**config.mk**
```make
export PLATFORM = sky130hd
export DESIGN_NAME = pru_ctrl
export DESIGN_NICKNAME = d
export VERILOG_FILES = /design/src/rtl/core/pru_pkg.sv /design/src/rtl/core/pru_ctrl.sv
export SDC_FILE = /design/constraint.sdc
export NUM_CORES = 1
export LEC_CHECK = 0
export BUFFER_PORTS_ARGS = -buffer_cell sky130_fd_sc_hd__buf_2
export CAP_MARGIN = 5
export CORE_AREA = 4 4 41 43
export DETAILED_ROUTE_END_ITERATION = 16
export DIE_AREA = 0 0 45 47
export GPL_TIMING_DRIVEN = 0
export REMOVE_ABC_BUFFERS = 1
export SYNTH_ARGS = -nofsm -noshare
export SYNTH_HDL_FRONTEND = slang
export SYNTH_SLANG_ARGS = --single-unit
```
**constraint.sdc**
```tcl
create_clock -name clk -period 1.5 [get_ports clk]
set_input_delay 0.075 -clock clk [delete_from_list [all_inputs] [get_ports clk]]
set_output_delay 0.075 -clock clk [all_outputs]
set_load 0.05 [all_outputs]
```
**src/rtl/core/pru_pkg.sv**
```systemverilog
`default_nettype none
package pru_pkg;
  localparam int NtBytes = 2048;
  localparam int OamBytes = 256;
  localparam int PatBytes = 8192;
  localparam int PalEntries = 32;
  localparam int NtAw = $clog2(NtBytes);
  localparam int OamAw = $clog2(OamBytes);
  localparam int PatAw = $clog2(PatBytes);
  localparam int PalAw = $clog2(PalEntries);

  localparam logic [3:0] MODE_READ = 4'd0;
  localparam logic [3:0] MODE_WRITE = 4'd1;
  localparam logic [3:0] MODE_CX = 4'd2;
  localparam logic [3:0] MODE_FY = 4'd3;
  localparam logic [3:0] MODE_COPYX = 4'd4;
  localparam logic [3:0] MODE_COPYY = 4'd5;
  localparam logic [3:0] MODE_VBL = 4'd6;
  localparam logic [3:0] MODE_CLR = 4'd7;
  localparam logic [3:0] MODE_HIT = 4'd8;
  localparam logic [3:0] MODE_OVF = 4'd9;

  localparam logic [2:0] REG_CTRL = 3'd0;
  localparam logic [2:0] REG_MASK = 3'd1;
  localparam logic [2:0] REG_STATUS = 3'd2;
  localparam logic [2:0] REG_OAMADDR = 3'd3;
  localparam logic [2:0] REG_OAMDATA = 3'd4;
  localparam logic [2:0] REG_SCROLL = 3'd5;
  localparam logic [2:0] REG_ADDR = 3'd6;
  localparam logic [2:0] REG_DATA = 3'd7;

  typedef struct packed {
    logic start;   // latch item and issue memory reads
    logic finish;  // exec state: update state, load result
  } pru_cmd_t;
endpackage
`default_nettype wire

```
**src/rtl/core/pru_ctrl.sv**
```systemverilog
`default_nettype none
module pru_ctrl
  import pru_pkg::*;
(
  input  wire logic     clk,
  input  wire logic     rst,
  input  wire logic     in_valid,
  output logic          in_ready,
  output logic          out_valid,
  input  wire logic     out_ready,
  output pru_cmd_t      cmd
);
  localparam logic [1:0] S_IDLE = 2'd0;
  localparam logic [1:0] S_EXEC = 2'd1;
  localparam logic [1:0] S_OUT = 2'd2;
  logic [1:0] state, state_next;

  // next item may enter while the result waits if the result is taken now
  always_comb begin
    in_ready = (state == S_IDLE) || (state == S_OUT && out_ready);
    out_valid = (state == S_OUT);
    cmd.start = in_valid && in_ready;
    cmd.finish = (state == S_EXEC);
    state_next = state;
    unique case (state)
      S_IDLE: if (in_valid) state_next = S_EXEC;
      S_EXEC: state_next = S_OUT;
      S_OUT: if (out_ready) state_next = in_valid ? S_EXEC : S_IDLE;
      default: state_next = S_IDLE;
    endcase
  end

  always_ff @(posedge clk) begin
    if (rst) state <= S_IDLE;
    else state <= state_next;
  end
endmodule
`default_nettype wire

```
* After elaboration in Yosys (flattened, before gate mapping)
Cells that the tools add are included.
** Word-level totals
- Register bits after elaboration :: 2
- Bits of input ports :: 4
- Logic and storage cells :: 14
** Operators by class
- Reduce and logical (&&, ||, !) cells :: 5
- Multiplexer cells :: 4
- Equality and inequality tests :: 4
** Operator list (count)
- 2-bit one-hot mux with 3 select lines :: 1
- 2-bit two-way mux :: 2
- 2-bit by 1-bit == test with 1-bit output, second input constant :: 1
- 2-bit == test, second input constant :: 1
- 1-bit logical AND :: 2
- 2-bit zero test :: 1
- 2-bit by 1-bit != test with 1-bit output, second input constant :: 1
- 2-bit != test, second input constant :: 1
- 2-bit AND reduction :: 1
- 1-bit logical OR :: 1
- 1-bit two-way mux :: 1

* Longest topological paths before layout
Gate-level depths: netlist (run 1).
- Depth in word-level cells :: 4
- Mapped depth :: 2
- Mapped depth without buffers :: 2

* Worst setup path before layout (run 1)
Ideal clock, no wire load.
- Path kind :: register to output
- Start point :: register state[1]
- End point :: output cmd[1] (netlist name)
- Cell stages (with the launch flop) :: 3
- Arrival time :: 1606 ps
- Setup slack :: -181 ps
- Path buffers :: 0
- Path through :: dfxtp_1 -> nor2b_1 -> nor3b_1
** RTL lines
- start, declared :: RTL line pru_ctrl.sv:16 : logic [1:0] state, state_next;
- start signal, assigned :: RTL line pru_ctrl.sv:35 : else state <= state_next;
- end, declared :: RTL line pru_ctrl.sv:11 : output pru_cmd_t cmd

==> results.json, run 1 <==
{
  "pre_cts_ws_ps": 495.8,
  "arrival_ps": 1150,
  "fin_crit_sh": 0.8145,
  "reg2regPathDepth": 2,
  "cts_root_buf": "clkbuf_4",
  "r2r_slack_ps": 630,
  "cts_made_buffers": 3,
  "reg_top3": "state: 2 flops",
  "netlist_area_sq_um": 112.6,
  "routed_wirelength_microns": 284,
  "grt_max_degree": 7,
  "fin_crit_ps": 1222,
  "syn_to_final_growth_pct": 61.11,
  "htree_levels": 1,
  "regMostFlops": "state",
  "synth_top_area_share": 0.3556,
  "synth_area_leader_cell": "dfxtp_1",
  "layout_common_cells": "buf_2 (7), clkbuf_4 (3), nor2b_1 (2), nor2_1 (2), dfxtp_1 (2)",
  "start_kind": "flop",
  "rows": 13,
  "min_path_type": "in2reg",
  "ys_ff_latch": 2,
  "crit_required_ps": 1420,
  "maxCapViolations": 0,
  "holdPathEnd": "state[0]",
  "powerDensity_mw_per_mm2": 1272,
  "clock_path_buffers": 2,
  "drtIter0Drc": 0,
  "cts-resized-gates": 0,
  "synthCells": 12,
  "ir_drop_v": 0.0002596,
  "multiInputGateArea_sq_um": 61.31,
  "synth-warning-count": 0,
  "min_from": "rst",
  "rsz0062_at_grt": "false",
  "num_vias": 102,
  "design_area_sq_um": 181.4,
  "dieArea_sq_mm": 0.002115,
  "core_sq_mm": 0.001301,
  "nFillCells": 158,
  "drc": 0,
  "io_pins": 8,
  "final_layout_size_suffix_gt1_frac": 0.5714,
  "setup_viol": 0,
  "hold_buffers": 0,
  "fmax_mhz": 818.5,
  "nNetsFinal": 27,
  "grt_pass1_vias": 124,
  "status": "complete, no violations",
  "r2r-start": "state[0]",
  "fin_total_pwr_w": 0.0002308,
  "slew_headroom": 0.7798,
  "fin_skew_ps": 0.9124,
  "start_util": 0.08654,
  "ff_latch_area_sq_um": 40.04,
  "tns_ps": 0,
  "hpwl_microns": 216.7,
  "worstPathMaxFanout": 4,
  "final_common_cell": "buf_2",
  "post_cts_buffers": 0,
  "port_buffers": 7,
  "clock_latency_ps": 220,
  "cts_tree": "yes",
  "reg2reg_to": "state[1]",
  "crit_type": "reg2out",
  "wire_per_inst_microns": 7.889,
  "drv_slew": 0,
  "die_w_microns": 45,
  "first_pass_iters": 1,
  "whs_path_depth": 2,
  "synth_area_per_cell_sq_um": 9.384,
  "clkTransAtPathRegs_ps": 30,
  "diodes": 0,
  "setup.worst_path.end_class": "output pin",
  "setup_ws_ps": 278.2,
  "grt.overflow.total": 0,
  "antenna_found_initial": 0,
  "leakage_nw": 0.08681,
  "die_h_microns": 47,
  "yosysSeqAreaShare": 0.3556,
  "hold_viol_final": 0,
  "place_area_sq_um": 158.9,
  "tightest_slew_ps": 329.6,
  "ant_nets": 0,
  "clock-sinks": 2,
  "vias_per_cell": 2.833,
  "synth_area_leaders": "dfxtp_1 (36%), nor4b_2 (13%), nor2b_1 (11%)",
  "grt_pass1_wl_microns": 476,
  "gp_congestion": 0.6558,
  "synth_cell_type_count": 9,
  "grt_usage": 0.03704,
  "largest_register_ffs": 2
}
==> worst max-delay path by stage <==
| stage | start | slack (ps) | depth (start not counted) | end |
|---|---|---|---|---|
| after floorplan | state[1] | -180 | 2 | cmd[1] |
| after global placement | state[1] | 510 | 3 | cmd[1] |
| after global routing | state[1] | 180 | 3 | cmd[1] |
| after detailed placement | state[1] | 500 | 3 | cmd[1] |
| after CTS | state[1] | 260 | 3 | cmd[1] |
| final | state[1] | 280 | 3 | cmd[1] |
==> through the flow <==
step | utilization | instances | hold slack, ps
global placement | 0.1221 | 33 | 283.8
CTS | 0.1394 | 36 | 49.09
global route | 0.1394 | 36 | 73.09
detailed placement | 0.1221 | 33 | 285.4
finish | 0.1394 | 36 | 63.19
floorplan | - | 11 | 149.2
==> layout make-up <==
cell class                      instances  area share
Clock buffer                            3      0.1241
Inverter                                1     0.02069
Multi-Input combinational cell          8      0.3379
Sequential cell                         2      0.2207
Tap cell                               15      0.1034
Timing Repair Buffer                    7      0.1931
==> Yosys cell counts, drive strengths merged <==
cell type	count
and2b	1
a22o	1
inv	1
dfxtp	2
buf	1
nor4b	1
nor2	2
nor3b	1
nor2b	2
==> routing by layer <==
layer / track usage / up-vias / part of all wire
li1: - / 57 / -
met4: 0.05263 / 0 / 0
met5: 0 / - / 0
met2: 0.03955 / 5 / 0.42
met3: 0.02299 / 0 / 0.11
met1: 0.04063 / 40 / 0.48
==> worst max-delay path: stages (launching register included) <==
cell and delay (ps):
dfxtp_1 310, nor2b_1 310, nor3b_1 80, buf_2 220
==> power by group <==
group          total (W)  internal [W]  switching (W)
clock           0.000117     0.0000881      0.0000292
sequential     0.0000604     0.0000569     0.00000355
combinational  0.0000530     0.0000166      0.0000364
==> logic make-up (layout without fill, tap and decap cells) <==
logic type,count (synthesis),count (layout),share of synthesized area
DFF,2,2,0.3556
and+or+nand+nor,7,7,0.4667
AOI/OAI and AO/OA,1,1,0.07779
buffers and inverters,2,11,0.09999
Power figures use the tool's default switching activity.
==> run 2: changes to the inputs <==
- clock period: 1.5 -> 1.2 ns (I/O delays scaled with it)
==> results.json, run 2 (synthesis results as in run 1) <==
{
  "status": "complete, no violations",
  "grt_pass1_vias": 128,
  "leakage_nw": 0.09153,
  "maxCapViolations": 0,
  "multiInputGateArea_sq_um": 68.82,
  "fmax_mhz": 880.9,
  "ant_nets": 0,
  "rsz0062_at_grt": "true",
  "drv_slew": 0,
  "path_cells": "and2b_4 -> clkbuf_4",
  "clock-sinks": 2,
  "core_sq_mm": 0.001301,
  "nNetsFinal": 27,
  "htree_levels": 1,
  "start_util": 0.08654,
  "diodes": 0,
  "first_pass_iters": 2,
  "io_pins": 8,
  "grt_usage": 0.03783,
  "critical-path-slowest-cell": "dfxtp_1",
  "fin_crit_sh": 0.9461,
  "largest_register_ffs": 2,
  "setup.worst_path.end_class": "output pin",
  "gp_congestion": 0.6558,
  "syn_to_final_growth_pct": 75.56,
  "ir_drop_v": 0.0003245,
  "reg_top3": "state: 2 flops",
  "finalNonFillerCells": 36,
  "cts_tree": "yes",
  "hold_viol_final": 0,
  "hpwl_microns": 216.7,
  "num_vias": 102,
  "critical-path-top-delay-family": "flip-flops",
  "clkTransAtPathRegs_ps": 30,
  "drc": 0,
  "drtIter0Drc": 1,
  "tns_ps": 0,
  "cts_root_buf": "clkbuf_4",
  "clock_path_buffers": 2,
  "powerDensity_mw_per_mm2": 1496,
  "vias_per_cell": 2.833,
  "slowest_delay_ps": 440,
  "clock_latency_ps": 220,
  "final_common_cell": "buf_2",
  "final_layout_size_suffix_gt1_frac": 0.6667,
  "start_kind": "flop",
  "setup_viol": 0,
  "tightest_slew_ps": 236.9,
  "crit_required_ps": 1140,
  "ff_latch_area_sq_um": 40.04,
  "wire_per_inst_microns": 8.222,
  "cts_made_buffers": 3,
  "min_path_type": "in2reg",
  "nFillCells": 156,
  "rows": 13,
  "routed_wirelength_microns": 296,
  "fin_crit_ps": 1135,
  "worstPathMaxFanout": 6,
  "regMostFlops": "state",
  "grt_max_degree": 7,
  "slew_headroom": 0.8418,
  "die_h_microns": 47,
  "grt.overflow.total": 0,
  "final_core_util": 0.1519,
  "critical_path_buf_inv_count": 1,
  "arrival_ps": 1080,
  "dp.cells": 33,
  "die_w_microns": 45,
  "antenna_found_initial": 0,
  "grt_pass1_wl_microns": 489,
  "fin_skew_ps": 0.6895,
  "layout_common_cells": "buf_2 (5), clkbuf_4 (4), nor2_1 (2), dfxtp_1 (2)",
  "post_cts_buffers": 0,
  "crit_type": "reg2out",
  "dieArea_sq_mm": 0.002115,
  "port_buffers": 7
}
-- run 2: changes by cell type in the layout (fill, tap and decap cells not counted), sizes merged --
| cell | delta |
|---|---|
| buf | -1 |
| clkbuf | +1 |
-- run 2: path summary, 6_finish.rpt --
kind                 start       end  slack, ps  depth (start not counted)
setup / recovery  state[0]    cmd[0]         60                          2
hold / removal         rst  state[0]         50                          2
setup reg to reg  state[0]  state[1]        320                          2
hold reg to reg   state[0]  state[0]        570                          1
-- run 2: final cells by class --
| type | instances | area share |
|---|---|---|
| multi-input combinational | 8 | 0.3481 |
| timing repair buffer | 7 | 0.2215 |
| sequential | 2 | 0.2025 |
| clock buffer | 3 | 0.1139 |
| tap | 15 | 0.09494 |
| inverter | 1 | 0.01899 |
-- run 2: through the flow --
stage / setup WS, ps / instance area (sq um) / total power, W / hold WS (ps)
2_1_floorplan: -465.8 / 105.1 / 0.0001262 / 134.2
3_3_place_gp: 227.5 / 158.9 / 0.0001428 / 268.8
3_5_place_dp: 210.8 / 158.9 / 0.0001432 / 270.4
4_1_cts: 19.54 / 186.4 / 0.0003008 / 34.09
5_1_grt: 4.706 / 197.7 / 0.0003127 / 58.09
6_report: 64.73 / 197.7 / 0.0002957 / 49.11
-- run 2: power by group --
part | internal [W] | switching, W
sequential | 0.0000711 | 0.00000480
clock | 0.000110 | 0.0000364
combinational | 0.0000264 | 0.0000468
-- run 2: layer usage --
metal | share of wire | GRT usage
met1 | 0.49 | 0.04289
met2 | 0.41 | 0.03955
met5 | 0 | 0
met4 | 0 | 0.05263
met3 | 0.10 | 0.02299
-- run 2: worst reg2reg max path, delay by kind of cell (launching register included) --
kind	cells	cell delay, ps
flip-flops	1	360
AND/OR/NAND/NOR	1	190
AO/OA/AOI/OAI	1	210
-- run 2: what timing repair did --
item,4_1_cts,5_1_grt
hold buffers,0,0
resized for setup,2,3
setup endpoints to repair,1,2
cloned,0,0
==> run 3: changes to the inputs <==
- clock period: 1.2 -> 1.3 ns (I/O delays scaled with it)
==> results.json, run 3 (synthesis results as in run 1) <==
{
  "clock_latency_ps": 220,
  "rows": 13,
  "gp_congestion": 0.6558,
  "nNetsFinal": 27,
  "path_cells": "nor2b_2 -> nor3b_1 -> clkbuf_4",
  "syn_to_final_growth_pct": 65.56,
  "wl_met3_microns": 30,
  "p_int_w": 0.0001881,
  "layout_common_cells": "buf_2 (6), clkbuf_4 (4), nor2_1 (2), dfxtp_1 (2)",
  "p_seq_frac": 0.260,
  "final_common_cell": "buf_2",
  "grt.overflow.total": 0,
  "final_layout_size_suffix_gt1_frac": 0.6190,
  "num_vias": 103,
  "critical-path-slowest-cell": "dfxtp_1",
  "die_w_microns": 45,
  "finalNonFillerCells": 36,
  "topRoutingLayerUsed": "met3",
  "leakage_nw": 0.08730,
  "slew_headroom": 0.8354,
  "vias_per_cell": 2.861,
  "p_switching_w": 0.00008019,
  "core_sq_mm": 0.001301,
  "fin_crit_ps": 1185,
  "min_path_type": "in2reg",
  "ir_drop_v": 0.0002999,
  "comb_power_share": 0.235,
  "nFillCells": 158,
  "maxCapViolations": 0,
  "port_buffers": 7,
  "hold_viol_final": 0,
  "drtIter0Drc": 0,
  "worstPathMaxFanout": 4,
  "drc": 0,
  "fin_skew_ps": 0.9124,
  "clkPwrFrac": 0.505,
  "largest_register_ffs": 2,
  "slowest_delay_ps": 300,
  "cts_root_buf": "clkbuf_4",
  "grt_pass1_vias": 124,
  "status": "complete, no violations",
  "die_h_microns": 47,
  "fin_total_pwr_w": 0.0002683,
  "grt_max_degree": 7,
  "setup.worst_path.end_class": "output pin",
  "met2_length_microns": 117,
  "setup_viol": 0,
  "wire_per_inst_microns": 8.028,
  "clkTransAtPathRegs_ps": 30,
  "crit_required_ps": 1240,
  "dp.cells": 33,
  "first_pass_iters": 1,
  "routed_wirelength_microns": 289,
  "powerDensity_mw_per_mm2": 1439,
  "arrival_ps": 1120,
  "clock_path_buffers": 2,
  "reg_top3": "state: 2 flops",
  "htree_levels": 1,
  "critical_path_buf_inv_count": 1,
  "dieArea_sq_mm": 0.002115,
  "critical-path-top-delay-family": "simple AND/OR/NAND/NOR gates",
  "swShare": 0.2989,
  "r2r_slack_ps": 430,
  "cts_tree": "yes",
  "post_cts_buffers": 0,
  "antenna_found_initial": 0,
  "crit_type": "reg2out",
  "tightest_slew_ps": 248.6,
  "m1WireLength_microns": 142,
  "drv_slew": 0,
  "diodes": 0,
  "ant_nets": 0,
  "rsz0062_at_grt": "false",
  "fmax_mhz": 843.6,
  "hpwl_microns": 216.7,
  "io_pins": 8,
  "clock-sinks": 2,
  "fin_crit_sh": 0.9119,
  "grt_usage": 0.03704,
  "cts_made_buffers": 3,
  "regMostFlops": "state",
  "grt_pass1_wl_microns": 476,
  "start_util": 0.08654,
  "start_kind": "flop"
}
run 3: cell count changes in the layout (fill, tap and decap cells not counted):
cell	before	now
buf_2	5	6
buf_6	1	0
nor3b_2	1	0
nor3b_1	0	1
run 3: timing repair:
action                                  in CTS  in global routing
endpoints found under the setup margin       0                  1
resized for setup                            0                  2
hold buffers                                 0                  0
run 3: final timing paths:
| path | from | to | cells after the start |
|---|---|---|---|
| min | rst | state[0] | 2 |
| max reg2reg | state[0] | state[1] | 2 |
| min reg2reg | state[0] | state[0] | 1 |
| max | state[1] | cmd[1] | 3 |
run 3: layout make-up:
cell class	instances	area [sq um]	area share
tap	15	18.77	0.1007
multi-input combinational	8	63.81	0.3423
clock buffer	3	22.52	0.1208
sequential	2	40.04	0.2148
timing repair buffer	7	37.54	0.2013
inverter	1	3.754	0.02013
run 3: power by group through the flow:
stage / Combinational (W) / Clock [W] / Sequential [W]
after detailed placement: 0.0000616 / 0 / 0.0000706
after global placement: 0.0000614 / 0 / 0.0000705
final: 0.0000631 / 0.000135 / 0.0000698
after floorplan: 0.0000470 / 0 / 0.0000695
after CTS: 0.0000616 / 0.000144 / 0.0000698
after global routing: 0.0000675 / 0.000145 / 0.0000708
run 3: per-layer routing:
layer,up-vias,track usage
li1,58,-
met1,40,0.04063
met2,5,0.03955
met3,0,0.02299
met4,0,0.05263
met5,-,0
run 3: worst reg2reg max path: cells and delay by family, from the launching register on:
family,cells,cell delay (ps)
AOI/OAI and AO/OA,1,210
and+or+nand+nor,1,190
DFF,1,350
run 3: through the flow:
step / utilization / cell area (sq um) / hold slack [ps] / setup slack (ps) / TNS [ps]
final: 0.1433 / 186.4 / 53.19 / 114.5 / 0
after global routing: 0.1433 / 186.4 / 63.09 / 16.48 / 0
after CTS: 0.1394 / 181.4 / 39.09 / 65.85 / 0
after detailed placement: 0.1221 / 158.9 / 275.4 / 305.8 / 0
after global placement: 0.1221 / 158.9 / 273.8 / 322.5 / 0
after floorplan: - / 105.1 / 139.2 / -370.8 / -370.8
